### src/rtl/wsd_pkg.sv
// Shared types and constants for the WebSocket deframer/unmask unit.
`default_nettype none

package wsd_pkg;

  // Receive frame opcodes
  localparam logic [3:0] OP_CONT  = 4'h0;
  localparam logic [3:0] OP_TEXT  = 4'h1;
  localparam logic [3:0] OP_BIN   = 4'h2;
  localparam logic [3:0] OP_CLOSE = 4'h8;
  localparam logic [3:0] OP_PING  = 4'h9;
  localparam logic [3:0] OP_PONG  = 4'hA;

  // 7-bit length escapes
  localparam logic [6:0] LEN_EXT16 = 7'd126;
  localparam logic [6:0] LEN_EXT64 = 7'd127;

  // Extended-length and key byte counts, minus one
  localparam logic [2:0] CNT_EXT16 = 3'd1;
  localparam logic [2:0] CNT_EXT64 = 3'd7;
  localparam logic [2:0] CNT_KEY   = 3'd3;

  // Message classes
  localparam logic [1:0] MT_TEXT  = 2'd0;
  localparam logic [1:0] MT_BIN   = 2'd1;
  localparam logic [1:0] MT_CLOSE = 2'd2;

  localparam int unsigned MAXLEN_W = 63;
  localparam int unsigned LEN_W    = 64;

  // Result queue between parser and output stage
  localparam int unsigned QDEPTH = 2;
  localparam int unsigned QPTR_W = $clog2(QDEPTH);
  localparam int unsigned QCNT_W = $clog2(QDEPTH + 1);

  typedef enum logic [2:0] {
    PH_HDR0,
    PH_HDR1,
    PH_EXTLEN,
    PH_KEY,
    PH_PAYLOAD
  } phase_e;

  typedef enum logic [2:0] {
    EV_DATA,
    EV_PING,
    EV_PONG,
    EV_ERROR,
    EV_CLOSED
  } event_e;

  typedef enum logic [2:0] {
    ERR_NONE,
    ERR_PROTOCOL,
    ERR_OPCODE,
    ERR_OVERSIZE,
    ERR_CONT
  } err_e;

  // One classified result on its way to the output stage; data still masked
  typedef struct packed {
    event_e     kind;
    logic [7:0] raw;
    logic [7:0] key;
    logic       present;
    logic [1:0] mtype;
    logic       msg_end;
    err_e       err;
  } uop_t;

endpackage

`default_nettype wire

### src/rtl/wsd_front.sv
// Frame parser: header, length and key tracking, result classification.
`default_nettype none

module wsd_front (
  input  logic                              clk_i,
  input  logic                              rst_ni,
  input  logic                              in_valid_i,
  input  logic                              in_stall_i,
  input  logic [7:0]                        rx_byte_i,
  input  logic                              cfg_we_i,
  input  logic [wsd_pkg::MAXLEN_W-1:0]      cfg_max_payload_length_i,
  output logic                              push_o,
  output wsd_pkg::uop_t                     uop_o
);
  import wsd_pkg::*;

  phase_e              phase_q, phase_d;
  logic                fin_q, fin_d;
  logic [3:0]          op_q, op_d;
  logic                rsv_q, rsv_d;
  logic [LEN_W-1:0]    rem_q, rem_d;
  logic [2:0]          cnt_q, cnt_d;
  logic [31:0]         key_q, key_d;
  logic [1:0]          kidx_q, kidx_d;
  logic                frag_q, frag_d;
  logic [1:0]          mtype_q, mtype_d;
  logic                skip_q, skip_d;
  logic                closed_q, closed_d;
  logic [MAXLEN_W-1:0] maxlen_q;

  logic       acc;
  logic       rem_zero;
  logic       rem_last;
  logic       hdr_bad;
  logic       supported;
  logic       oversize;
  logic       is_ctl;
  logic [1:0] key_sel;
  logic [7:0] key_byte;
  logic [1:0] new_mtype;

  assign acc       = in_valid_i && !in_stall_i && !closed_q;
  assign rem_zero  = (rem_q == '0);
  assign rem_last  = (rem_q == LEN_W'(1));
  assign hdr_bad   = !rx_byte_i[7] || rsv_q;
  assign supported = op_q inside {OP_CONT, OP_TEXT, OP_BIN, OP_CLOSE, OP_PING, OP_PONG};
  assign oversize  = rem_q > {1'b0, maxlen_q};
  assign is_ctl    = (op_q == OP_PING) || (op_q == OP_PONG);
  assign key_sel   = 2'd3 - kidx_q;
  assign key_byte  = key_q[{key_sel, 3'b000} +: 8];

  always_comb begin
    new_mtype = mtype_q;
    if (op_q == OP_TEXT) new_mtype = MT_TEXT;
    else if (op_q == OP_BIN) new_mtype = MT_BIN;
  end

  // Phase sequencing
  always_comb begin
    phase_d = phase_q;
    if (acc) begin
      case (phase_q)
        PH_HDR0: phase_d = PH_HDR1;
        PH_HDR1: begin
          if (hdr_bad) phase_d = PH_HDR0;
          else if (rx_byte_i[6:0] == LEN_EXT16 || rx_byte_i[6:0] == LEN_EXT64)
            phase_d = PH_EXTLEN;
          else phase_d = PH_KEY;
        end
        PH_EXTLEN: begin
          if (cnt_q == '0) phase_d = PH_KEY;
        end
        PH_KEY: begin
          if (cnt_q == '0) phase_d = rem_zero ? PH_HDR0 : PH_PAYLOAD;
        end
        PH_PAYLOAD: begin
          if (rem_zero || rem_last) phase_d = PH_HDR0;
        end
        default: phase_d = PH_HDR0;
      endcase
    end
  end

  // Frame state and result classification
  always_comb begin
    fin_d    = fin_q;
    op_d     = op_q;
    rsv_d    = rsv_q;
    rem_d    = rem_q;
    cnt_d    = cnt_q;
    key_d    = key_q;
    kidx_d   = kidx_q;
    frag_d   = frag_q;
    mtype_d  = mtype_q;
    skip_d   = skip_q;
    closed_d = closed_q;
    push_o   = 1'b0;
    uop_o    = '0;
    if (acc) begin
      case (phase_q)
        PH_HDR0: begin
          fin_d = rx_byte_i[7];
          rsv_d = |rx_byte_i[6:4];
          op_d  = rx_byte_i[3:0];
        end
        PH_HDR1: begin
          if (hdr_bad) begin
            closed_d  = 1'b1;
            push_o    = 1'b1;
            uop_o.kind = EV_ERROR;
            uop_o.err  = ERR_PROTOCOL;
          end else begin
            key_d = '0;
            if (rx_byte_i[6:0] == LEN_EXT16) begin
              rem_d = '0;
              cnt_d = CNT_EXT16;
            end else if (rx_byte_i[6:0] == LEN_EXT64) begin
              rem_d = '0;
              cnt_d = CNT_EXT64;
            end else begin
              rem_d = LEN_W'(rx_byte_i[6:0]);
              cnt_d = CNT_KEY;
            end
          end
        end
        PH_EXTLEN: begin
          rem_d = {rem_q[LEN_W-9:0], rx_byte_i};
          cnt_d = (cnt_q == '0) ? CNT_KEY : cnt_q - 3'd1;
        end
        PH_KEY: begin
          key_d = {key_q[23:0], rx_byte_i};
          if (cnt_q != '0) begin
            cnt_d = cnt_q - 3'd1;
          end else begin
            // header complete: checks in priority order
            kidx_d = '0;
            skip_d = 1'b0;
            if (!supported || oversize || (op_q == OP_CONT && !frag_q && !is_ctl)) begin
              skip_d     = !rem_zero;
              push_o     = 1'b1;
              uop_o.kind = EV_ERROR;
              if (!supported) uop_o.err = ERR_OPCODE;
              else if (oversize) uop_o.err = ERR_OVERSIZE;
              else uop_o.err = ERR_CONT;
            end else if (is_ctl) begin
              if (rem_zero) begin
                push_o     = 1'b1;
                uop_o.kind = (op_q == OP_PING) ? EV_PING : EV_PONG;
              end
            end else if (op_q == OP_CLOSE) begin
              mtype_d = MT_CLOSE;
              if (rem_zero) begin
                closed_d      = 1'b1;
                push_o        = 1'b1;
                uop_o.kind    = EV_CLOSED;
                uop_o.mtype   = MT_CLOSE;
                uop_o.msg_end = 1'b1;
              end
            end else begin
              mtype_d = new_mtype;
              frag_d  = !fin_q;
              if (rem_zero && fin_q) begin
                push_o        = 1'b1;
                uop_o.kind    = EV_DATA;
                uop_o.mtype   = new_mtype;
                uop_o.msg_end = 1'b1;
              end
            end
          end
        end
        PH_PAYLOAD: begin
          if (!rem_zero) begin
            rem_d = rem_q - LEN_W'(1);
            if (skip_q) begin
              if (rem_last) skip_d = 1'b0;
            end else if (is_ctl) begin
              if (rem_last) begin
                push_o     = 1'b1;
                uop_o.kind = (op_q == OP_PING) ? EV_PING : EV_PONG;
              end
            end else begin
              kidx_d        = kidx_q + 2'd1;
              push_o        = 1'b1;
              uop_o.raw     = rx_byte_i;
              uop_o.key     = key_byte;
              uop_o.present = 1'b1;
              if (op_q == OP_CLOSE) begin
                uop_o.kind    = rem_last ? EV_CLOSED : EV_DATA;
                uop_o.mtype   = MT_CLOSE;
                uop_o.msg_end = rem_last;
                closed_d      = rem_last;
              end else begin
                uop_o.kind    = EV_DATA;
                uop_o.mtype   = mtype_q;
                uop_o.msg_end = rem_last && fin_q;
              end
            end
          end
        end
        default: ;
      endcase
    end
  end

  always_ff @(posedge clk_i or negedge rst_ni) begin
    if (!rst_ni) begin
      phase_q  <= PH_HDR0;
      fin_q    <= 1'b0;
      op_q     <= '0;
      rsv_q    <= 1'b0;
      rem_q    <= '0;
      cnt_q    <= '0;
      key_q    <= '0;
      kidx_q   <= '0;
      frag_q   <= 1'b0;
      mtype_q  <= '0;
      skip_q   <= 1'b0;
      closed_q <= 1'b0;
      maxlen_q <= '1;
    end else begin
      phase_q  <= phase_d;
      fin_q    <= fin_d;
      op_q     <= op_d;
      rsv_q    <= rsv_d;
      rem_q    <= rem_d;
      cnt_q    <= cnt_d;
      key_q    <= key_d;
      kidx_q   <= kidx_d;
      frag_q   <= frag_d;
      mtype_q  <= mtype_d;
      skip_q   <= skip_d;
      closed_q <= closed_d;
      if (cfg_we_i) maxlen_q <= cfg_max_payload_length_i;
    end
  end

endmodule

`default_nettype wire

### src/rtl/wsd_fifo.sv
// Short result queue between the parser and the output stage.
`default_nettype none

module wsd_fifo (
  input  logic          clk_i,
  input  logic          rst_ni,
  input  logic          push_i,
  input  wsd_pkg::uop_t din_i,
  input  logic          pop_i,
  output logic          full_o,
  output logic          nempty_o,
  output wsd_pkg::uop_t dout_o,
  output logic          overflow_o
);
  import wsd_pkg::*;

  uop_t              mem_q [QDEPTH];
  logic [QPTR_W-1:0] wptr_q, rptr_q;
  logic [QCNT_W-1:0] cnt_q, cnt_d;
  logic              do_pop;

  assign full_o     = (cnt_q == QCNT_W'(QDEPTH));
  assign nempty_o   = (cnt_q != '0);
  assign dout_o     = mem_q[rptr_q];
  assign do_pop     = pop_i && nempty_o;
  assign overflow_o = push_i && full_o;

  always_comb begin
    cnt_d = cnt_q;
    if (push_i && !do_pop) cnt_d = cnt_q + QCNT_W'(1);
    else if (!push_i && do_pop) cnt_d = cnt_q - QCNT_W'(1);
  end

  always_ff @(posedge clk_i) begin
    if (push_i) mem_q[wptr_q] <= din_i;
  end

  always_ff @(posedge clk_i or negedge rst_ni) begin
    if (!rst_ni) begin
      wptr_q <= '0;
      rptr_q <= '0;
      cnt_q  <= '0;
    end else begin
      cnt_q <= cnt_d;
      if (push_i) wptr_q <= (wptr_q == QPTR_W'(QDEPTH - 1)) ? '0 : wptr_q + QPTR_W'(1);
      if (do_pop) rptr_q <= (rptr_q == QPTR_W'(QDEPTH - 1)) ? '0 : rptr_q + QPTR_W'(1);
    end
  end

endmodule

`default_nettype wire

### src/rtl/wsd_back.sv
// Output stage: unmasks payload bytes and holds the result register.
`default_nettype none

module wsd_back (
  input  logic          clk_i,
  input  logic          rst_ni,
  input  logic          q_nempty_i,
  input  wsd_pkg::uop_t q_dout_i,
  output logic          q_pop_o,
  output logic          out_valid_o,
  input  logic          out_stall_i,
  output logic [2:0]    event_kind_o,
  output logic [7:0]    payload_data_o,
  output logic          data_present_o,
  output logic [1:0]    message_type_o,
  output logic          message_end_o,
  output logic [2:0]    error_code_o
);
  import wsd_pkg::*;

  logic       vld_q;
  logic [2:0] kind_q;
  logic [7:0] data_q;
  logic       pres_q;
  logic [1:0] mtype_q;
  logic       end_q;
  logic [2:0] err_q;
  logic       load;

  assign load    = q_nempty_i && (!vld_q || !out_stall_i);
  assign q_pop_o = load;

  always_ff @(posedge clk_i or negedge rst_ni) begin
    if (!rst_ni) begin
      vld_q <= 1'b0;
    end else if (!vld_q || !out_stall_i) begin
      vld_q <= q_nempty_i;
    end
  end

  always_ff @(posedge clk_i) begin
    if (load) begin
      kind_q  <= q_dout_i.kind;
      data_q  <= q_dout_i.present ? (q_dout_i.raw ^ q_dout_i.key) : 8'h00;
      pres_q  <= q_dout_i.present;
      mtype_q <= q_dout_i.mtype;
      end_q   <= q_dout_i.msg_end;
      err_q   <= q_dout_i.err;
    end
  end

  assign out_valid_o    = vld_q;
  assign event_kind_o   = kind_q;
  assign payload_data_o = data_q;
  assign data_present_o = pres_q;
  assign message_type_o = mtype_q;
  assign message_end_o  = end_q;
  assign error_code_o   = err_q;

endmodule

`default_nettype wire

### src/rtl/websocket_frame_deframer_unmask_unit.sv
// Top level of the WebSocket receive deframer with payload unmasking.
//
// Input channel: one received byte per transaction on rx_byte_i, taken at a
// rising edge with in_valid_i high and in_stall_o low. Each byte yields zero
// or one result on the output channel (out_valid_o / out_stall_i): payload
// bytes unmasked, ping/pong events, errors and the close event.
// Config channel: cfg_valid_i / cfg_ready_o writes max_payload_length; it is
// always ready and should only be written while the block is idle.
// Throughput: one byte per cycle while in_stall_o is low, set by the parser's
// state loop; the 64-bit length decrement and the oversize compare sit in that loop.
// Path: a result is written into the queue at the edge that takes its byte,
// then loaded into the output register that drives out_valid_o once it is free.
// Stalls: while out_stall_i is high the output register holds; the queue
// absorbs up to two more results, then in_stall_o rises until space frees.
// Reset: parser returns to the first header byte, the connection is open,
// queue and output register are empty, max_payload_length is 2^63-1.
// After a protocol error or a close frame the block drops all input bytes
// silently until the next reset.
`default_nettype none

module websocket_frame_deframer_unmask_unit (
  input  logic                         clk_i,
  input  logic                         rst_ni,
  input  logic                         in_valid_i,
  output logic                         in_stall_o,
  input  logic [7:0]                   rx_byte_i,
  input  logic                         cfg_valid_i,
  output logic                         cfg_ready_o,
  input  logic [wsd_pkg::MAXLEN_W-1:0] cfg_max_payload_length_i,
  output logic                         out_valid_o,
  input  logic                         out_stall_i,
  output logic [2:0]                   event_kind_o,
  output logic [7:0]                   payload_data_o,
  output logic                         data_present_o,
  output logic [1:0]                   message_type_o,
  output logic                         message_end_o,
  output logic [2:0]                   error_code_o
);
  import wsd_pkg::*;

  logic push;
  uop_t push_uop;
  logic q_full;
  logic q_nempty;
  uop_t q_dout;
  logic q_pop;
  logic q_overflow;

  assign cfg_ready_o = 1'b1;
  // Parser stalls only when the queue has no room for a possible result
  assign in_stall_o  = q_full;

  wsd_front u_front (
    .clk_i                    (clk_i),
    .rst_ni                   (rst_ni),
    .in_valid_i               (in_valid_i),
    .in_stall_i               (in_stall_o),
    .rx_byte_i                (rx_byte_i),
    .cfg_we_i                 (cfg_valid_i && cfg_ready_o),
    .cfg_max_payload_length_i (cfg_max_payload_length_i),
    .push_o                   (push),
    .uop_o                    (push_uop)
  );

  wsd_fifo u_fifo (
    .clk_i      (clk_i),
    .rst_ni     (rst_ni),
    .push_i     (push),
    .din_i      (push_uop),
    .pop_i      (q_pop),
    .full_o     (q_full),
    .nempty_o   (q_nempty),
    .dout_o     (q_dout),
    .overflow_o (q_overflow)
  );

  wsd_back u_back (
    .clk_i          (clk_i),
    .rst_ni         (rst_ni),
    .q_nempty_i     (q_nempty),
    .q_dout_i       (q_dout),
    .q_pop_o        (q_pop),
    .out_valid_o    (out_valid_o),
    .out_stall_i    (out_stall_i),
    .event_kind_o   (event_kind_o),
    .payload_data_o (payload_data_o),
    .data_present_o (data_present_o),
    .message_type_o (message_type_o),
    .message_end_o  (message_end_o),
    .error_code_o   (error_code_o)
  );

  // The parser must never push into a full queue
  a_no_overflow: assert property (@(posedge clk_i) disable iff (!rst_ni)
    !q_overflow)
    else $error("result queue overflow");

  // Data only travels with payload or close events
  a_data_kind: assert property (@(posedge clk_i) disable iff (!rst_ni)
    out_valid_o && data_present_o |->
      (event_kind_o == EV_DATA) || (event_kind_o == EV_CLOSED))
    else $error("data on a non-payload event");

  // Error code present exactly on error events
  a_err_kind: assert property (@(posedge clk_i) disable iff (!rst_ni)
    out_valid_o |-> ((event_kind_o == EV_ERROR) == (error_code_o != ERR_NONE)))
    else $error("error code and event kind disagree");

  // A queued result reaches the output register as soon as it is free
  a_drain: assert property (@(posedge clk_i) disable iff (!rst_ni)
    q_nempty && !out_valid_o |=> out_valid_o)
    else $error("output stage failed to load a queued result");

endmodule

`default_nettype wire

### config.mk
export PLATFORM = sky130hd
export DESIGN_NAME = websocket_frame_deframer_unmask_unit
export DESIGN_NICKNAME = d
export VERILOG_FILES = /design/src/rtl/wsd_pkg.sv /design/src/rtl/wsd_front.sv /design/src/rtl/wsd_fifo.sv /design/src/rtl/wsd_back.sv /design/src/rtl/websocket_frame_deframer_unmask_unit.sv
export SDC_FILE = /design/constraint.sdc
export NUM_CORES = 1
export LEC_CHECK = 0
export ABC_AREA = 1
export BUFFER_PORTS_ARGS = -buffer_cell sky130_fd_sc_hd__buf_2
export CORE_ASPECT_RATIO = 1.5
export CORE_MARGIN = 2
export CORE_UTILIZATION = 40
export CTS_BUF_LIST = sky130_fd_sc_hd__clkbuf_4
export DETAILED_ROUTE_END_ITERATION = 10
export PLACE_DENSITY = 0.58
export SYNTH_ARGS = -nofsm -noshare
export SYNTH_HDL_FRONTEND = slang
export SYNTH_SLANG_ARGS = --single-unit
### constraint.sdc
create_clock -name clk_i -period 4.6 [get_ports clk_i]
set_clock_uncertainty 0.2 [all_clocks]
set_input_delay 0.46 -clock clk_i [delete_from_list [all_inputs] [get_ports clk_i]]
set_output_delay 0.46 -clock clk_i [all_outputs]
set_load 0.01 [all_outputs]
==> impl_metrics.ini <==
[run_status]
outcome = complete, no violations

[clock_network]
clk_path_buf_depth = 3
cts.sinks = 253
post_cts_resized = 0
cts_made_buffers = 66
cts_tree = done
clk_pin_slew_ns = 0.06
cts.root.buffer_cell = clkbuf_4
htreeDepth = 3
insertion_delay_ns = 0.78

[power]
powerDensity_nw_per_um2 = 312
p_switching_mw = 1.46
power_leakage_nw = 7.63
max-vdd-ir-drop_mv = 0.171
clockPowerShare = 0.385
combPwrFrac = 0.133
sequentialPowerShare = 0.482
internal_power_mw = 3.95
netSwitchingFraction = 0.271

[place]
dp_hpwl_um = 27300
portBuffers = 95
gp_congestion = 0.888
dp_slack_ns = 0.794
post_dp_cell_area_um2 = 15200
dp.cells = 2284

[floorplan]
start_util = 0.406
die_w_um = 158
design.die.area_um2 = 37200
die_y_um = 235
core_area_um2 = 35100
num_rows = 84
pin_count = 97

[run]
cap_violations = 0

[grt]
top_usage_layer = met2
grt_pass1_wl_um = 63800
grt_pass1_vias = 13000
track_usage = 0.216
grt_max_degree = 78
met1_usage = 0.238
grtUsageMet2 = 0.392
met3_usage = 0.0352
grt-ovfl-total = 0
antenna_found_initial = 1

[timing]
setup_violations = 0
maxSlewViolCount = 0
tightestPinTransition_ns = 1.10
max_clock_freq_mhz = 265
rsz0062_at_grt = false
fin_crit_sh = 0.821
min_period_ns = 3.78
finalHoldViolCount = 0
timing.slew.headroom = 0.263
fin_ws_ns = 0.825
tns_ns = 0

[critical_path]
required_ns = 4.98
path_cells = inv_1 -> ha_1 -> nand4_1 -> nor2_1 -> nand3b_1 -> nor3b_1 -> nand4_1 -> nand2_1 -> nand2_1 -> nor2_1 -> nand2_1 -> nor2_1 -> nor2_1 -> nor2_1
end_kind = flop
crit_type = flop to flop
slowest_stage = nor3b_1
critical-path-max-stage-delay_ns = 0.61
crit_top_cell = nor2_1
critPathArrivalTime_ns = 4.16
cp_max_fo = 7
crit_path_start_kind = flop

[logic_synthesis]
seq_area_frac_synth = 0.474
netlist_instances = 1757
yosys_warnings = 0
syn_area_per_cell_um2 = 8.12
synth.area.top_cells = dfrtp_1, edfxtp_1, dfstp_2
ys_dominant_reg_cell = dfrtp_1
synthDistinctLibCells = 54
synth_nets = 1901
ys_ff_latch = 253
synth_top_area_share = 0.211
synth_top_area_cell = dfrtp_1
synth_edf_count = 70
synthArstFlopShare = 0.723
syn_area_um2 = 14300

[cells_and_area]
fin_cells = 2527
synthToLayoutAreaGrowth_pct = 21.7
final_area_um2 = 17300
layout.nets = 2143
layout-drive-gt1-share = 0.156
fillers = 3592
final_cell_mix = nand2_1, inv_1, o21ai_0
layout_commonest_cell = nand2_1

[drt]
initialDrtViolationCount = 642
wl_per_cell_um = 15.5
firstDrtPassIters = 5
wl_um = 39200
vias = 12900
ant_nets = 0
viasPerCell = 5.09
drc = 0

[hold_path]
hp-class = input pin to flop
## through the flow
stage                     hold slack [ns]   util  total power, mW
final                              0.0446  0.494             5.41
after global routing               0.0627  0.494             5.73
after CTS                         0.00108  0.494             5.50
after detailed placement            0.268  0.434             3.30
after global placement              0.256  0.434             3.28
after floorplan                   -0.0356      -             3.03
## final cells by class
class,count,area [um^2],area share
inverters,272,1020,0.0588
clock buffers,106,796,0.0459
multi-input cells,1172,6220,0.359
clock inverters,16,101,0.00584
diodes,1,2.50,0.000144
well taps,473,592,0.0341
repair buffers,234,1850,0.107
flip-flops and latches,253,6760,0.390
## routing by layer
layer / vias to the layer above / part of all wire
met1: 6055 / 0.39
met5: - / 0
li1: 6370 / -
met3: 92 / 0.045
met2: 338 / 0.52
met4: 0 / 0.039
## final timing paths
kind | start | end | slack [ns] | cells after the start
max in group asynchronous | rst_ni | u_front.maxlen_q[41] | 3.08 | 3
min reg2reg | u_fifo.wptr_q | u_fifo.wptr_q | 0.28 | 2
max reg2reg | u_front.maxlen_q[47] | u_fifo.mem_q[0][4] | 0.82 | 14
min in group asynchronous | rst_ni | u_front.rem_q[24] | 0.08 | 2
max | u_front.maxlen_q[47] | u_fifo.mem_q[0][4] | 0.82 | 14
min | cfg_valid_i | u_front.maxlen_q[13] | 0.04 | 2
## registers in the layout, summed over array words and instances (netlist names), 3 cells and up
| name | count |
|---|---|
| u_front.key_q | 32 |
| u_front.phase_q | 3 |
| u_back.error_code_o | 3 |
| u_back.payload_data_o | 8 |
| u_front.op_q | 4 |
| u_front.rem_q | 64 |
| u_front.maxlen_q | 63 |
| u_front.cnt_q | 3 |
| u_back.event_kind_o | 3 |
| u_fifo.mem_q | 52 |
## logic make-up (layout without fill, tap and decap cells)
family | count (synthesis) | in the layout | synth area share
flops | 253 | 253 | 0.474
fa+ha+maj | 68 | 68 | 0.0597
mux | 1 | 1 | 0.000790
other cells | 1 | 2 | 0.000263
buf+inv | 332 | 628 | 0.0901
simple gates | 654 | 654 | 0.198
xor+xnor | 27 | 27 | 0.0166
compound gates | 421 | 421 | 0.161
## critical path: cells and delay by family, from the launching register on
family	cells	cell delay, ns
adder cells (fa/ha/maj)	1	0.31
buffers and inverters	1	0.04
flip-flops	1	0.52
AND/OR/NAND/NOR	12	2.53
## what timing repair did
item | in CTS | in global routing
setup buffers | 0 | 0
endpoints found under the hold margin | 152 | 0
endpoints found under the setup margin | 0 | 0
hold buffers | 120 | 0
## power by group through the flow
stage / sequential, mW / clock [mW] / combinational (mW)
after global placement: 2.65 / 0 / 0.632
after CTS: 2.61 / 2.16 / 0.735
after floorplan: 2.68 / 0 / 0.350
final: 2.61 / 2.08 / 0.717
after detailed placement: 2.65 / 0 / 0.646
after global routing: 2.63 / 2.26 / 0.840
## cell usage after synthesis (13+ instances only)
cell / n
edfxtp_1: 70
ha_1: 68
o22ai_1: 41
dfstp_2: 63
nor2_1: 190
nand3_1: 63
o21ai_1: 15
nor3_1: 33
xor2_1: 17
inv_1: 268
o21ai_0: 190
nand4_1: 22
a22oi_1: 13
nand2_1: 305
dfrtp_1: 120
clkbuf_1: 45
a21oi_1: 129
Note: power is estimated with default switching activity, not from simulation.
